$ cat config.mk
export PLATFORM = sky130hd
export DESIGN_NAME = srt_preemptive_scheduler
export DESIGN_NICKNAME = d
export VERILOG_FILES = /design/src/hdl/srt_pkg.sv /design/src/hdl/srt_preemptive_scheduler.sv /design/src/hdl/srt_ctrl.sv /design/src/hdl/srt_dpath.sv
export SDC_FILE = /design/constraint.sdc
export NUM_CORES = 1
export LEC_CHECK = 0
export ABC_AREA = 1
export BUFFER_PORTS_ARGS = -buffer_cell sky130_fd_sc_hd__buf_2
export CORE_MARGIN = 2
export CORE_UTILIZATION = 51
export CTS_CLUSTER_DIAMETER = 60
export DETAILED_ROUTE_END_ITERATION = 7
export PLACE_DENSITY = 0.73
export SYNTH_ARGS = -nofsm -noshare
export SYNTH_HDL_FRONTEND = slang
export SYNTH_SLANG_ARGS = --single-unit
$ cat constraint.sdc
create_clock -name clk -period 8.77 [get_ports clk]
set_clock_uncertainty 0.2 [all_clocks]
set_input_delay 0 -clock clk [delete_from_list [all_inputs] [get_ports clk]]
set_output_delay 0 -clock clk [all_outputs]
set_load 0.03 [all_outputs]
$ cat src/hdl/srt_pkg.sv
`timescale 1ns / 1ps

package srt_pkg;

    localparam int NUM_SLOTS = 16;
    localparam int SLOT_W    = (NUM_SLOTS > 1) ? $clog2(NUM_SLOTS) : 1;

    localparam int TIME_W = 20;
    localparam int ARR_W  = 16;
    localparam int REM_W  = 16;

    localparam logic [TIME_W-1:0] TIME_MAX = {TIME_W{1'b1}};

    localparam logic FUNC_LOAD = 1'b0;
    localparam logic FUNC_TICK = 1'b1;

    typedef struct packed {
        logic              load;
        logic              start;
        logic              scan_rd;
        logic              commit;
        logic [SLOT_W-1:0] idx;
    } dp_cmd_t;

    typedef struct packed {
        logic out_free;
    } dp_sts_t;

endpackage

$ cat src/hdl/srt_preemptive_scheduler.sv
`timescale 1ns / 1ps

// Shortest-remaining-time-first scheduler over NUM_SLOTS process slots. A load
// transaction (func 0) writes one slot and returns nothing. A tick transaction
// (func 1) returns one result in these steps: the accept, one remaining-time memory
// read per slot, a wait state (ST_LAST) for the last read to reach the compare, and
// the commit; the slot memory has a single read port, so slots are read one by one. The
// commit waits while an earlier result is still held on the output. The remaining-time
// table reads as zero after reset through a per-slot valid bit, so no clearing pass
// follows reset.
module srt_preemptive_scheduler (
    input  logic                          clk,
    input  logic                          rst_n,
    input  logic                          in_valid,
    output logic                          in_ready,
    input  logic                          func,
    input  logic [3:0]                    slot,
    input  logic [srt_pkg::ARR_W-1:0]     arrival,
    input  logic [srt_pkg::REM_W-1:0]     service,
    output logic                          out_valid,
    input  logic                          out_ready,
    output logic [3:0]                    running,
    output logic                          idle,
    output logic                          finished,
    output logic [srt_pkg::TIME_W-1:0]    finish_time,
    output logic [srt_pkg::TIME_W-1:0]    turnaround,
    output logic [srt_pkg::TIME_W-1:0]    now
);
    import srt_pkg::*;

    dp_cmd_t cmd;
    dp_sts_t sts;

    srt_ctrl u_ctrl (
        .clk      (clk),
        .rst_n    (rst_n),
        .in_valid (in_valid),
        .in_ready (in_ready),
        .func     (func),
        .sts      (sts),
        .cmd      (cmd)
    );

    srt_dpath u_dpath (
        .clk         (clk),
        .rst_n       (rst_n),
        .cmd         (cmd),
        .sts         (sts),
        .slot        (slot),
        .arrival     (arrival),
        .service     (service),
        .out_valid   (out_valid),
        .out_ready   (out_ready),
        .running     (running),
        .idle        (idle),
        .finished    (finished),
        .finish_time (finish_time),
        .turnaround  (turnaround),
        .now         (now)
    );

endmodule

$ cat src/hdl/srt_ctrl.sv
`timescale 1ns / 1ps

module srt_ctrl (
    input  logic             clk,
    input  logic             rst_n,
    input  logic             in_valid,
    output logic             in_ready,
    input  logic             func,
    input  srt_pkg::dp_sts_t sts,
    output srt_pkg::dp_cmd_t cmd
);
    import srt_pkg::*;

    localparam logic [1:0] ST_IDLE   = 2'd0;
    localparam logic [1:0] ST_SCAN   = 2'd1;
    localparam logic [1:0] ST_LAST   = 2'd2;
    localparam logic [1:0] ST_COMMIT = 2'd3;

    localparam logic [SLOT_W-1:0] IDX_LAST = SLOT_W'(NUM_SLOTS - 1);

    logic [1:0]        state_reg, state_next;
    logic [SLOT_W-1:0] idx_reg, idx_next;
    logic              accept;

    assign in_ready = (state_reg == ST_IDLE);
    assign accept   = in_valid && in_ready;

    always_comb
    begin
        state_next  = state_reg;
        idx_next    = idx_reg;
        cmd         = '0;
        cmd.idx     = idx_reg;
        unique case (state_reg)
            ST_IDLE:
            begin
                if (accept)
                begin
                    if (func == FUNC_LOAD)
                    begin
                        cmd.load = 1'b1;
                    end
                    else
                    begin
                        cmd.start  = 1'b1;
                        idx_next   = '0;
                        state_next = ST_SCAN;
                    end
                end
            end
            ST_SCAN:
            begin
                cmd.scan_rd = 1'b1;
                idx_next    = idx_reg + 1'b1;
                if (idx_reg == IDX_LAST)
                begin
                    idx_next   = '0;
                    state_next = ST_LAST;
                end
            end
            ST_LAST:
            begin
                // let the final read land in the compare stage
                state_next = ST_COMMIT;
            end
            ST_COMMIT:
            begin
                if (sts.out_free)
                begin
                    cmd.commit = 1'b1;
                    state_next = ST_IDLE;
                end
            end
            default:
            begin
                state_next = ST_IDLE;
            end
        endcase
    end

    always_ff @(posedge clk or negedge rst_n)
    begin
        if (!rst_n)
        begin
            state_reg <= ST_IDLE;
            idx_reg   <= '0;
        end
        else
        begin
            state_reg <= state_next;
            idx_reg   <= idx_next;
        end
    end

endmodule

$ cat src/hdl/srt_dpath.sv
`timescale 1ns / 1ps

module srt_dpath (
    input  logic                         clk,
    input  logic                         rst_n,
    input  srt_pkg::dp_cmd_t             cmd,
    output srt_pkg::dp_sts_t             sts,
    input  logic [3:0]                   slot,
    input  logic [srt_pkg::ARR_W-1:0]    arrival,
    input  logic [srt_pkg::REM_W-1:0]    service,
    output logic                         out_valid,
    input  logic                         out_ready,
    output logic [3:0]                   running,
    output logic                         idle,
    output logic                         finished,
    output logic [srt_pkg::TIME_W-1:0]   finish_time,
    output logic [srt_pkg::TIME_W-1:0]   turnaround,
    output logic [srt_pkg::TIME_W-1:0]   now
);
    import srt_pkg::*;

    // slot tables
    logic [REM_W-1:0] rem_mem [NUM_SLOTS];
    logic [ARR_W-1:0] arr_mem [NUM_SLOTS];
    logic [NUM_SLOTS-1:0] rem_vld_reg;

    // read stage
    logic              rd_vld_reg;
    logic [SLOT_W-1:0] rd_idx_reg;
    logic              rd_bit_reg;
    logic [REM_W-1:0]  rd_rem_reg;
    logic [ARR_W-1:0]  rd_arr_reg;

    // scan results
    logic              found_reg;
    logic [SLOT_W-1:0] best_idx_reg;
    logic [REM_W-1:0]  best_rem_reg;
    logic [ARR_W-1:0]  best_arr_reg;
    logic              cur_elig_reg;
    logic [REM_W-1:0]  cur_rem_reg;
    logic [ARR_W-1:0]  cur_arr_reg;

    // scheduler state
    logic [SLOT_W-1:0] cur_proc_reg;
    logic              cur_valid_reg;
    logic [TIME_W-1:0] time_reg;

    // result register
    logic              out_valid_reg;
    logic [3:0]        running_reg;
    logic              idle_reg;
    logic              finished_reg;
    logic [TIME_W-1:0] finish_time_reg;
    logic [TIME_W-1:0] turnaround_reg;
    logic [TIME_W-1:0] now_reg;

    logic [REM_W-1:0]  rd_rem_eff;
    logic              rd_elig;
    logic              take_cur;
    logic [SLOT_W-1:0] sel_idx;
    logic [REM_W-1:0]  sel_rem;
    logic [ARR_W-1:0]  sel_arr;
    logic [REM_W-1:0]  new_rem;
    logic              done;
    logic [TIME_W-1:0] time_inc;
    logic [TIME_W-1:0] tat;
    logic              slot_ok;
    logic              wr_en;
    logic [SLOT_W-1:0] wr_idx;
    logic [REM_W-1:0]  wr_rem;

    assign rd_rem_eff = rd_bit_reg ? rd_rem_reg : '0;
    assign rd_elig    = rd_vld_reg && (rd_rem_eff != '0)
                        && ({{(TIME_W-ARR_W){1'b0}}, rd_arr_reg} <= time_reg);

    // keep the running process unless someone else is strictly shorter
    assign take_cur = cur_valid_reg && cur_elig_reg && (cur_rem_reg <= best_rem_reg);
    assign sel_idx  = take_cur ? cur_proc_reg : best_idx_reg;
    assign sel_rem  = take_cur ? cur_rem_reg  : best_rem_reg;
    assign sel_arr  = take_cur ? cur_arr_reg  : best_arr_reg;
    assign new_rem  = sel_rem - 1'b1;
    assign done     = (new_rem == '0);
    assign time_inc = (time_reg == TIME_MAX) ? TIME_MAX : time_reg + 1'b1;
    assign tat      = time_inc - {{(TIME_W-ARR_W){1'b0}}, sel_arr};

    assign slot_ok = (8'(slot) < 8'(NUM_SLOTS));
    assign wr_en   = (cmd.load && slot_ok) || (cmd.commit && found_reg);
    assign wr_idx  = cmd.load ? SLOT_W'(slot) : sel_idx;
    assign wr_rem  = cmd.load ? service : new_rem;

    assign sts.out_free = !out_valid_reg || out_ready;

    always_ff @(posedge clk)
    begin
        if (wr_en)
        begin
            rem_mem[wr_idx] <= wr_rem;
        end
        if (cmd.load && slot_ok)
        begin
            arr_mem[wr_idx] <= arrival;
        end
        if (cmd.scan_rd)
        begin
            rd_rem_reg <= rem_mem[cmd.idx];
            rd_arr_reg <= arr_mem[cmd.idx];
            rd_bit_reg <= rem_vld_reg[cmd.idx];
            rd_idx_reg <= cmd.idx;
        end
    end

    always_ff @(posedge clk)
    begin
        if (rd_elig && (!found_reg || rd_rem_eff < best_rem_reg))
        begin
            best_idx_reg <= rd_idx_reg;
            best_rem_reg <= rd_rem_eff;
            best_arr_reg <= rd_arr_reg;
        end
        if (rd_vld_reg && (rd_idx_reg == cur_proc_reg))
        begin
            cur_rem_reg <= rd_rem_eff;
            cur_arr_reg <= rd_arr_reg;
        end
        if (cmd.commit)
        begin
            running_reg     <= found_reg ? 4'(sel_idx) : 4'd0;
            idle_reg        <= !found_reg;
            finished_reg    <= found_reg && done;
            finish_time_reg <= (found_reg && done) ? time_inc : '0;
            turnaround_reg  <= (found_reg && done) ? tat : '0;
            now_reg         <= time_reg;
        end
    end

    always_ff @(posedge clk or negedge rst_n)
    begin
        if (!rst_n)
        begin
            rem_vld_reg   <= '0;
            rd_vld_reg    <= 1'b0;
            found_reg     <= 1'b0;
            cur_elig_reg  <= 1'b0;
            cur_proc_reg  <= '0;
            cur_valid_reg <= 1'b0;
            time_reg      <= '0;
            out_valid_reg <= 1'b0;
        end
        else
        begin
            rd_vld_reg <= cmd.scan_rd;
            if (wr_en)
            begin
                rem_vld_reg[wr_idx] <= 1'b1;
            end
            if (cmd.start)
            begin
                found_reg    <= 1'b0;
                cur_elig_reg <= 1'b0;
            end
            else
            begin
                if (rd_elig)
                begin
                    found_reg <= 1'b1;
                end
                if (rd_vld_reg && (rd_idx_reg == cur_proc_reg))
                begin
                    cur_elig_reg <= rd_elig;
                end
            end
            if (cmd.commit)
            begin
                time_reg      <= time_inc;
                out_valid_reg <= 1'b1;
                if (found_reg)
                begin
                    cur_proc_reg  <= sel_idx;
                    cur_valid_reg <= !done;
                end
                else
                begin
                    cur_valid_reg <= 1'b0;
                end
            end
            else if (out_ready)
            begin
                out_valid_reg <= 1'b0;
            end
        end
    end

    assign out_valid   = out_valid_reg;
    assign running     = running_reg;
    assign idle        = idle_reg;
    assign finished    = finished_reg;
    assign finish_time = finish_time_reg;
    assign turnaround  = turnaround_reg;
    assign now         = now_reg;

endmodule

==> run_results.csv, run 1 <==
group,metric,value,unit
status,status,"completed",
yosys,yosysSeqAreaShare,0.701,
floorplanning,num_io_pins,109,
floorplanning,core_area,60200,um2
global_routing,grt-ovfl-total,0,
route,via_per_inst,5.79,
floorplanning,start_util,0.516,
global_routing,met3_usage,0.0359,
sta,hold_viol,0,
floorplanning,die_width,251,um
global_routing,grt_pass1_wl,114000,um
yosys,synth_top_area_share,0.660,
power_and_ir_drop,power,10.6,mW
power_and_ir_drop,peakVddDrop,0.177,mV
floorplanning,rows,90,
yosys,ys_warn_count,0,
placed_design,place.gp.congestion,0.891,
clock_network,cts_tree,"done",
sta,setup_ws,3360,ps
sta,fmax,185,MHz
worst_setup_path,crit_path_end_kind,"flip-flop",
route,drc,0,
yosys,ys_types,48,
clock_network,clkLatencyLatePin,610,ps
placed_design,placed_area,32500,um2
clock_network,cts_resized,0,
final_layout,fin_area,35300,um2
yosys,syn-cell-area,31100,um2
clock_network,root_buffer,"clkbuf_16",
hold_path,hp-class,"in2reg",
sta,slew_violations,0,
global_routing,grt_start_max_net_pins,101,
global_routing,antenna_found_initial,4,
yosys,netlist_top_cells_count,"edfxtp_1, nand2_1, nor2_1, o21ai_0, inv_1",
route,wire_per_inst,21.2,um
final_layout,drive_above_1_share,0.134,
clock_network,cts_htree_levels,3,
worst_setup_path,worst_ep_arrival_time,5550,ps
sta,setup_viol,0,
clock_network,cts_buffers,70,
yosys,synth.most_common_cell,"edfxtp_1",
route,dr.pass1.iters,6,
sta,rsz0062_at_grt,"false",
clock_network,clock-sinks,734,
global_routing,grtUsageTotal,0.237,
power_and_ir_drop,p_leak,13.0,nW
global_routing,use_met1,0.324,
job,maxCapViolCount,0,
worst_setup_path,crit_required,8910,ps
worst_setup_path,cp_max_fo,47,
sta,timing.hold.ws,28.2,ps
yosys,yosysTopAreaCell,"edfxtp_1",
placed_design,numPortBuffers,108,
global_routing,grtUsageMet2,0.391,
route,vias,20500,
placed_design,dp_slack,3400,ps
sta,fin_tns_setup,0,ps
sta,min_period,5410,ps
yosys,async_flop_share,0.0695,
yosys,synth_nets,2667,
route,routed_wirelength,75200,um
final_layout,reg_top3,"u_dpath.arr_mem (256), u_dpath.rem_mem (256)",
sta,finalCritPeriodShare,0.617,
route,drt-initial-drc-count,2330,
worst_setup_path,worst_setup_path_start_kind,"flip-flop",
yosys,syn_area_per_cell,12.2,um2
clock_network,cts_buffer_depth,3,
clock_network,cts.reportedPaths.clkPinSlew,60,ps
global_routing,grt.busiest_layer,"met2",
power_and_ir_drop,power_density,301,nW/um2
yosys,ys.flop_type,"edfxtp_1",
yosys,synthCells,2554,
sta,worst_pin_slew,1370,ps
final_layout,syn2layout_area_growth,13.5,%
yosys,ys_top_cells_by_area,"edfxtp_1, nand2_1, dfrtp_1",
route,antenna_left,0,
yosys,synth-edff-count,683,
final_layout,nets,2820,
placed_design,place_hpwl,44500,um
worst_setup_path,critPathKind,"reg2reg",
clock_network,post_cts_buffers,0,
yosys,ys_ff_latch,734,
floorplanning,die_h,251,um
floorplanning,dieArea,62900,um2
sta,max-slew-margin-rel,0.0804,
global_routing,grt_pass1_vias,20100,
[timing repair]
action | CTS | global route
hold buffers | 44 | 0
setup endpoints to repair | 0 | 0
endpoints found under the hold margin | 597 | 0
[final timing paths]
path | startpoint | endpoint | slack, ps | cells after the start
max | u_dpath.cur_rem_reg[15] | u_dpath.turnaround[16] | 3360 | 22
min reg2reg | u_dpath.rem_vld_reg[15] | u_dpath.rem_vld_reg[15] | 260 | 2
max in group asynchronous | rst_n | u_ctrl.idx_reg[0] | 7370 | 4
min | out_ready | u_dpath.out_valid | 30 | 5
min in group asynchronous | rst_n | u_dpath.time_reg[18] | 390 | 4
max reg2reg | u_dpath.cur_rem_reg[15] | u_dpath.turnaround[16] | 3360 | 22
[worst max-delay path, cell delays in order (launching register included)]
cell      delay, ps
edfxtp_1        400
ha_1            330
nand2_1         110
nor3_2          210
nand2_1          90
nand2_2          70
nand2_4         140
nand2_4         490
mux2_2          420
ha_1            210
fa_1            410
nand3b_1        170
nand2_1         110
a21oi_1         100
o21ai_0         320
a21boi_0        220
o21ai_0         310
a21boi_0        190
nor2_1          120
o21ai_0         120
nand2_1         100
xor2_1          240
nor2_4           60
[layer usage]
layer / wire (um) / vias up
met5: 24 / -
met4: 1980 / 4
met3: 6190 / 143
met2: 36500 / 909
met1: 30500 / 9969
li1: - / 9476
[power breakdown]
part	internal, mW	switching [mW]	leakage [nW]
Clock	1.73	1.27	1.12
Sequential	4.51	0.217	6.83
Combinational	0.779	2.11	5.10
Total	7.02	3.60	13.0
[area by class of cell]
class | instances | area [um2]
fill | 4529 | 25000
sequential | 734 | 21800
multi-input combinational | 1542 | 8250
clock buffer | 81 | 1860
timing repair buffer | 206 | 1390
tap | 782 | 978
inverter | 153 | 579
clock inverter | 44 | 422
antenna | 1 | 2.50
[placed cells by master, fill, tap and decap left out, types with 4 or more instances in the layout]
master,netlist,layout
or2_2,8,8
dfrtp_1,51,48
clkinv_2,0,15
ha_1,71,70
nor2_1,255,233
clkbuf_1,107,8
xnor2_1,4,4
xor2_1,27,27
a31oi_1,11,9
inv_1,150,146
a21oi_1,120,120
nand4_1,43,43
clkinv_1,2,15
a21boi_0,5,5
nand3b_1,9,9
nand3_1,102,102
o21ai_0,237,237
o22ai_1,37,37
nand2_2,6,6
buf_2,3,108
o221ai_1,28,28
clkinvlp_4,0,4
bufinv_16,0,7
inv_2,1,4
edfxtp_1,683,683
buf_4,0,54
mux2i_1,15,15
dlygate4sd3_1,0,44
nor2_4,4,5
clkbuf_16,0,73
a221oi_1,35,35
nor2_2,44,65
nor3_1,12,12
nand2_1,439,439
[stage by stage]
stage | utilization | cells
6_report | 0.585 | 3543
5_1_grt | 0.585 | 3542
4_1_cts | 0.585 | 3542
3_5_place_dp | 0.540 | 3373
3_3_place_gp | 0.540 | 3373
2_1_floorplan | - | 2554
[kinds of logic (layout without fill, tap and decap cells)]
logic type | Yosys count | in the layout | synth area share
xor+xnor | 31 | 31 | 0.00874
mux | 16 | 16 | 0.00520
simple gates | 929 | 929 | 0.129
buf+inv | 278 | 484 | 0.0356
flops | 734 | 734 | 0.701
compound gates | 494 | 494 | 0.0913
fa+ha+maj | 72 | 72 | 0.0292
other cells | 0 | 1 | 0
Power figures use the tool's default switching activity.
==> inputs of run 2 (changes only) <==
--- a/config.mk
+++ b/config.mk
@@ -5,7 +5,7 @@
 export SDC_FILE = /design/constraint.sdc
 export NUM_CORES = 1
 export LEC_CHECK = 0
-export ABC_AREA = 1
+export ABC_AREA = 0
 export BUFFER_PORTS_ARGS = -buffer_cell sky130_fd_sc_hd__buf_2
 export CORE_MARGIN = 2
 export CORE_UTILIZATION = 51
==> constraint.sdc (replaced) <==
create_clock -name clk -period 5 [get_ports clk]
set_clock_uncertainty 0.2 [all_clocks]
set_input_delay 0 -clock clk [delete_from_list [all_inputs] [get_ports clk]]
set_output_delay 0 -clock clk [all_outputs]
set_load 0.03 [all_outputs]
==> run_results.csv, run 2 <==
group,metric,value,unit
job,maxCapViolCount,0,
yosys,syn_area_per_cell,15.5,um2
worst_setup_path,worst_setup_path_start_kind,"flip-flop",
final_layout,mostFrequentLayoutCell,"edfxtp_1",
sta,rsz0062_at_grt,"true",
yosys,async_flop_share,0.0695,
worst_setup_path,reg2regPathDepth,17,
yosys,yosysSeqAreaShare,0.704,
yosys,yosysTopAreaCell,"edfxtp_1",
sta,fmax,208,MHz
final_layout,final_cell_mix,"edfxtp_1, nand2_1, mux2i_1",
clock_network,cts_tree,"done",
floorplanning,core_area,60100,um2
floorplanning,die_h,250,um
yosys,ys_ff_latch,734,
status,status,"completed",
yosys,ys_types,66,
global_routing,grt_pass1_vias,18400,
final_layout,multi_input_comb_area,8770,um2
hold_path,hp-class,"in2reg",
yosys,synth-edff-count,683,
sta,hold_viol,0,
yosys,ys_top_cells_by_area,"edfxtp_1, mux4_2, mux2i_1",
sta,finalCritPeriodShare,0.963,
clock_network,root_buffer,"clkbuf_16",
yosys,ys_warn_count,0,
route,via_per_inst,5.96,
sta,setup_viol,0,
final_layout,fin_area,35900,um2
route,drc,0,
floorplanning,dieArea,62700,um2
yosys,synth_top_area_share,0.663,
clock_network,clkLatencyLatePin,620,ps
floorplanning,die_width,250,um
route,wire_per_inst,23.5,um
final_layout,syn2layout_area_growth,16.0,%
worst_setup_path,worst_ep_arrival_time,4980,ps
yosys,ys.flop_type,"edfxtp_1",
sta,max-slew-margin-rel,0.113,
power_and_ir_drop,power,18.1,mW
final_layout,drive_above_1_share,0.215,
sta,min_period,4820,ps
route,antenna_left,0,
final_layout,post-route-util,0.597,
global_routing,antenna_found_initial,2,
global_routing,grtUsageTotal,0.232,
global_routing,grt_pass1_wl,110000,um
final_layout,seq_area,21800,um2
power_and_ir_drop,peakVddDrop,0.285,mV
final_layout,reg_top3,"u_dpath.arr_mem (256), u_dpath.rem_mem (256)",
placed_design,placed_area,33100,um2
power_and_ir_drop,power_density,505,nW/um2
clock_network,cts_buffer_depth,3,
worst_setup_path,crit_required,5160,ps
route,dr.pass1.iters,6,
clock_network,cts_buffers,72,
global_routing,grt_start_max_net_pins,72,
global_routing,grt-ovfl-total,0,
worst_setup_path,critPathKind,"reg2reg",
yosys,synth.most_common_cell,"edfxtp_1",
placed_design,numPortBuffers,108,
sta,slew_violations,0,
floorplanning,start_util,0.515,
route,vias,18400,
sta,worst_pin_slew,1330,ps
yosys,synth_nets,2111,
placed_design,place.gp.congestion,0.919,
yosys,netlist_top_cells_count,"edfxtp_1, nand2_1, nor2_1, mux2i_1, o21ai_0",
clock_network,clock-sinks,734,
route,drt-initial-drc-count,1921,
placed_design,place_hpwl,43400,um
floorplanning,rows,90,
yosys,syn-cell-area,30900,um2
hold_path,holdPathStages,3,
floorplanning,num_io_pins,109,
final_layout,n_fill_cell,4378,
worst_setup_path,cp_max_fo,6,
power_and_ir_drop,p_leak,12.4,nW
clock_network,cts_htree_levels,3,
clock_network,cts.reportedPaths.clkPinSlew,60,ps
final_layout,nets,2354,
route,routed_wirelength,72500,um
worst_setup_path,crit_path_end_kind,"flip-flop",
yosys,synthCells,1998,
[run 2: cell types whose count changed after synthesis, moves of 32 or more]
| cell | before | now |
|---|---|---|
| nand2_1 | 439 | 140 |
| nor2_1 | 255 | 130 |
| o21ai_0 | 237 | 121 |
| mux2i_1 | 15 | 129 |
| inv_1 | 150 | 65 |
| nand3_1 | 102 | 29 |
| mux4_2 | 0 | 66 |
| clkbuf_1 | 107 | 58 |
| a21oi_1 | 120 | 77 |
| nor2_2 | 44 | 1 |
| o22ai_1 | 37 | 1 |
| a22oi_1 | 1 | 33 |
[run 2: cells by family after synthesis]
group / count (synthesis) / synth area share
mux: 226 / 0.101
xor+xnor: 41 / 0.0116
flops: 734 / 0.704
fa+ha+maj: 72 / 0.0294
compound gates: 335 / 0.0686
simple gates: 441 / 0.0663
buf+inv: 149 / 0.0189
[run 2: what timing repair did]
action / in CTS / in global routing
endpoints found under the setup margin: 4 / 58
setup buffers: 0 / 2
gates resized for setup: 6 / 11
pin swaps: 0 / 7
hold buffers: 39 / 1
endpoints found under the hold margin: 643 / 16
[run 2: layout make-up]
type,instances,area share
diodes,1,0.0000697
repair buffers,251,0.0495
inverters,67,0.00700
well taps,782,0.0273
multi-input cells,1115,0.244
clock buffers,86,0.0528
clock inverters,45,0.0118
flip-flops and latches,734,0.607
[run 2: where the power goes]
group	switching, mW	total [mW]	internal [mW]
logic	2.90	4.54	1.64
registers	0.379	8.27	7.89
clock network	2.25	5.34	3.08
[run 2: path summary, 6_finish.rpt]
path,startpoint,endpoint,slack [ps]
worst max register to register,u_dpath.time_reg[6],u_dpath.turnaround[16],180
worst min-delay path,in_valid,u_dpath.cur_elig_reg,70
worst max-delay path,u_dpath.time_reg[6],u_dpath.turnaround[16],180
max in group asynchronous,rst_n,u_ctrl.idx_reg[1],3640
min in group asynchronous,rst_n,u_dpath.time_reg[10],370
worst min register to register,u_dpath.rem_vld_reg[2],u_dpath.rem_vld_reg[2],270
[run 2: metrics by stage]
step	setup TNS, ps	cells	worst slack [ps]	hold WS, ps
2_1_floorplan	-180	1998	-160	-496
3_3_place_gp	-11.2	2907	-11.2	-55.6
3_5_place_dp	-526	2907	-238	-45.9
4_1_cts	0	3077	71.5	29.8
5_1_grt	-114	3080	-40.4	65.2
6_report	0	3081	184	65.0
[run 2: per-layer routing]
layer  vias up  wire (um)  track usage
li1       8211          -            -
met4         2       1860       0.0790
met1      9247      29600        0.316
met5         -         13            0
met2       772      35500        0.383
met3       138       5530       0.0371
[run 2: worst max-delay path, stage by stage (launching register included)]
cell	delay, ps
dfrtp_1	430
inv_1	130
nor4_2	370
nand4_1	290
or3_1	480
and2_1	200
ha_1	220
fa_1	390
nor2b_1	150
o21ai_0	110
a21boi_0	290
o211ai_1	190
a21oi_2	240
a2111oi_4	90
nor3_4	300
o31ai_4	120
nor3b_1	160
o21ba_2	190
==> inputs of run 3 (changes only) <==
--- a/config.mk
+++ b/config.mk
@@ -5,8 +5,9 @@
 export SDC_FILE = /design/constraint.sdc
 export NUM_CORES = 1
 export LEC_CHECK = 0
-export ABC_AREA = 0
+export ABC_AREA = 1
 export BUFFER_PORTS_ARGS = -buffer_cell sky130_fd_sc_hd__buf_2
+export CAP_MARGIN = 10
 export CORE_MARGIN = 2
 export CORE_UTILIZATION = 51
 export CTS_CLUSTER_DIAMETER = 60
==> run_results.csv, run 3 (same netlist as run 1, synthesis figures left out) <==
group,metric,value,unit
clock_network,cts_buffer_depth,3,
clock_network,post_cts_buffers,0,
floorplanning,core_area,60200,um2
floorplanning,dieArea,62900,um2
clock_network,cts_tree,"done",
sta,finalCritPeriodShare,0.918,
final_layout,seq_area,21800,um2
final_layout,syn2layout_area_growth,14.4,%
global_routing,grt_start_max_net_pins,211,
power_and_ir_drop,p_leak,13.2,nW
clock_network,root_buffer,"clkbuf_16",
worst_setup_path,cp_max_fo,10,
final_layout,nets,2847,
placed_design,place_hpwl,45300,um
sta,rsz0062_at_grt,"false",
floorplanning,start_util,0.516,
worst_setup_path,worst_setup_path_start_kind,"flip-flop",
sta,min_period,4590,ps
worst_setup_path,timing.reg2reg.setup_slack,410,ps
route,drc,0,
hold_path,hp-class,"in2reg",
route,routed_wirelength,77200,um
sta,fmax,218,MHz
clock_network,clock-sinks,734,
worst_setup_path,reg2reg_from,"u_dpath.time_reg[0]",
power_and_ir_drop,power_density,532,nW/um2
route,dr.pass1.iters,6,
global_routing,grtUsageTotal,0.244,
global_routing,grt_pass1_wl,118000,um
worst_setup_path,crit_path_end_kind,"flip-flop",
floorplanning,num_io_pins,109,
final_layout,final_cell_mix,"edfxtp_1, nand2_1, nor2_1",
final_layout,mostFrequentLayoutCell,"edfxtp_1",
sta,worst_pin_slew,1180,ps
route,wire_per_inst,21.6,um
worst_setup_path,critical_path.startpoint,"u_dpath.time_reg[0]",
global_routing,grt-ovfl-total,0,
placed_design,place.gp.congestion,0.896,
sta,setup_ws,410,ps
final_layout,multi_input_comb_area,8240,um2
floorplanning,rows,90,
hold_path,min_from,"out_ready",
global_routing,antenna_found_initial,5,
worst_setup_path,crit_end,"u_dpath.turnaround[16]",
sta,setup_viol,0,
global_routing,use_met1,0.326,
global_routing,grt.busiest_layer,"met2",
global_routing,grt_pass1_vias,20700,
sta,slew_violations,0,
clock_network,cts.reportedPaths.clkPinSlew,60,ps
worst_setup_path,reg2reg_to,"u_dpath.turnaround[16]",
status,status,"completed",
worst_setup_path,critPathKind,"reg2reg",
sta,hold_viol,0,
clock_network,clkLatencyLatePin,610,ps
final_layout,n_fill_cell,4538,
global_routing,grtUsageMet2,0.408,
job,maxCapViolCount,0,
placed_design,dp_slack,73.4,ps
clock_network,cts_htree_levels,3,
worst_setup_path,crit_required,5160,ps
sta,fin_tns_setup,0,ps
route,vias,21100,
power_and_ir_drop,peakVddDrop,0.380,mV
route,antenna_left,0,
placed_design,numPortBuffers,108,
sta,max-slew-margin-rel,0.211,
worst_setup_path,reg2regPathDepth,21,
final_layout,drive_above_1_share,0.138,
floorplanning,die_width,251,um
route,via_per_inst,5.90,
floorplanning,die_h,251,um
route,drt-initial-drc-count,2813,
clock_network,cts_buffers,72,
final_layout,reg_top3,"u_dpath.arr_mem (256), u_dpath.rem_mem (256)",
worst_setup_path,worst_ep_arrival_time,4750,ps
global_routing,met3_usage,0.0405,
[run 3: cell types whose count changed in the layout (fill, tap and decap cells not counted), sizes merged, moves of 31 or more]
| cell | delta |
|---|---|
| o21ai | +120 |
| nand4 | +31 |
| nor2 | +172 |
| a22oi | -33 |
| nand2 | +305 |
| a21oi | +41 |
| inv | +85 |
| o22ai | +36 |
| mux2i | -114 |
| nand3 | +74 |
| mux4 | -66 |
[run 3: area by class of cell]
cell class,instances,share of cell area
diodes,1,0.0000704
clock buffers,102,0.0571
clock inverters,26,0.00909
inverters,153,0.0163
multi-input cells,1542,0.232
flip-flops and latches,734,0.613
well taps,782,0.0275
repair buffers,231,0.0447
[run 3: worst max-delay path, cell delays in order, from the launching register on]
cell and delay (ps):
dfrtp_1 460, ha_1 220, nand3_1 200, nor3_1 300, nand3_1 110, nor2_1 180, buf_4 210, nor2_1 90
ha_1 230, fa_1 400, nand3b_1 180, nand2_1 120, a21oi_1 100, o21ai_1 230, a21boi_1 130, o21ai_1 240
a21boi_1 140, nor2_1 100, o21ai_0 100, nand2_1 90, xor2_1 240, nor2_4 60
[run 3: per-stage QoR]
step	std cells	utilization	hold WS, ps	total power [mW]	cell area (um2)
final	3571	0.590	28.0	18.9	35500
after detailed placement	3398	0.543	-26.0	13.5	32700
after global routing	3570	0.590	47.5	19.7	35500
after floorplan	2554	-	-496	11.6	31100
after global placement	3398	0.543	-33.0	13.2	32700
after CTS	3570	0.590	7.00	18.9	35500
[run 3: how the worst min path moves through the flow]
| stage | end | cells past startpoint |
|---|---|---|
| after detailed placement | u_dpath.time_reg[14] | 2 |
| after CTS | u_dpath.out_valid | 5 |
| after floorplan | u_ctrl.idx_reg[0] | 0 |
| after global placement | u_dpath.time_reg[19] | 2 |
| final | u_dpath.out_valid | 5 |
| after global routing | u_dpath.out_valid | 5 |
[run 3: what timing repair did]
item | CTS | global route
endpoints found under the setup margin | 0 | 5
gates resized for setup | 0 | 8
hold buffers | 44 | 0
endpoints found under the hold margin | 596 | 0
[run 3: layer usage]
layer  wire length (um)  vias up
li1                   -     9534
met1              30400    10300
met2              37500     1057
met3               7170      157
met4               2120        2
met5                  7        -
[run 3: where the power goes]
group / switching (mW) / internal [mW]
clock network: 2.21 / 3.20
logic: 3.79 / 1.42
registers: 0.370 / 7.90
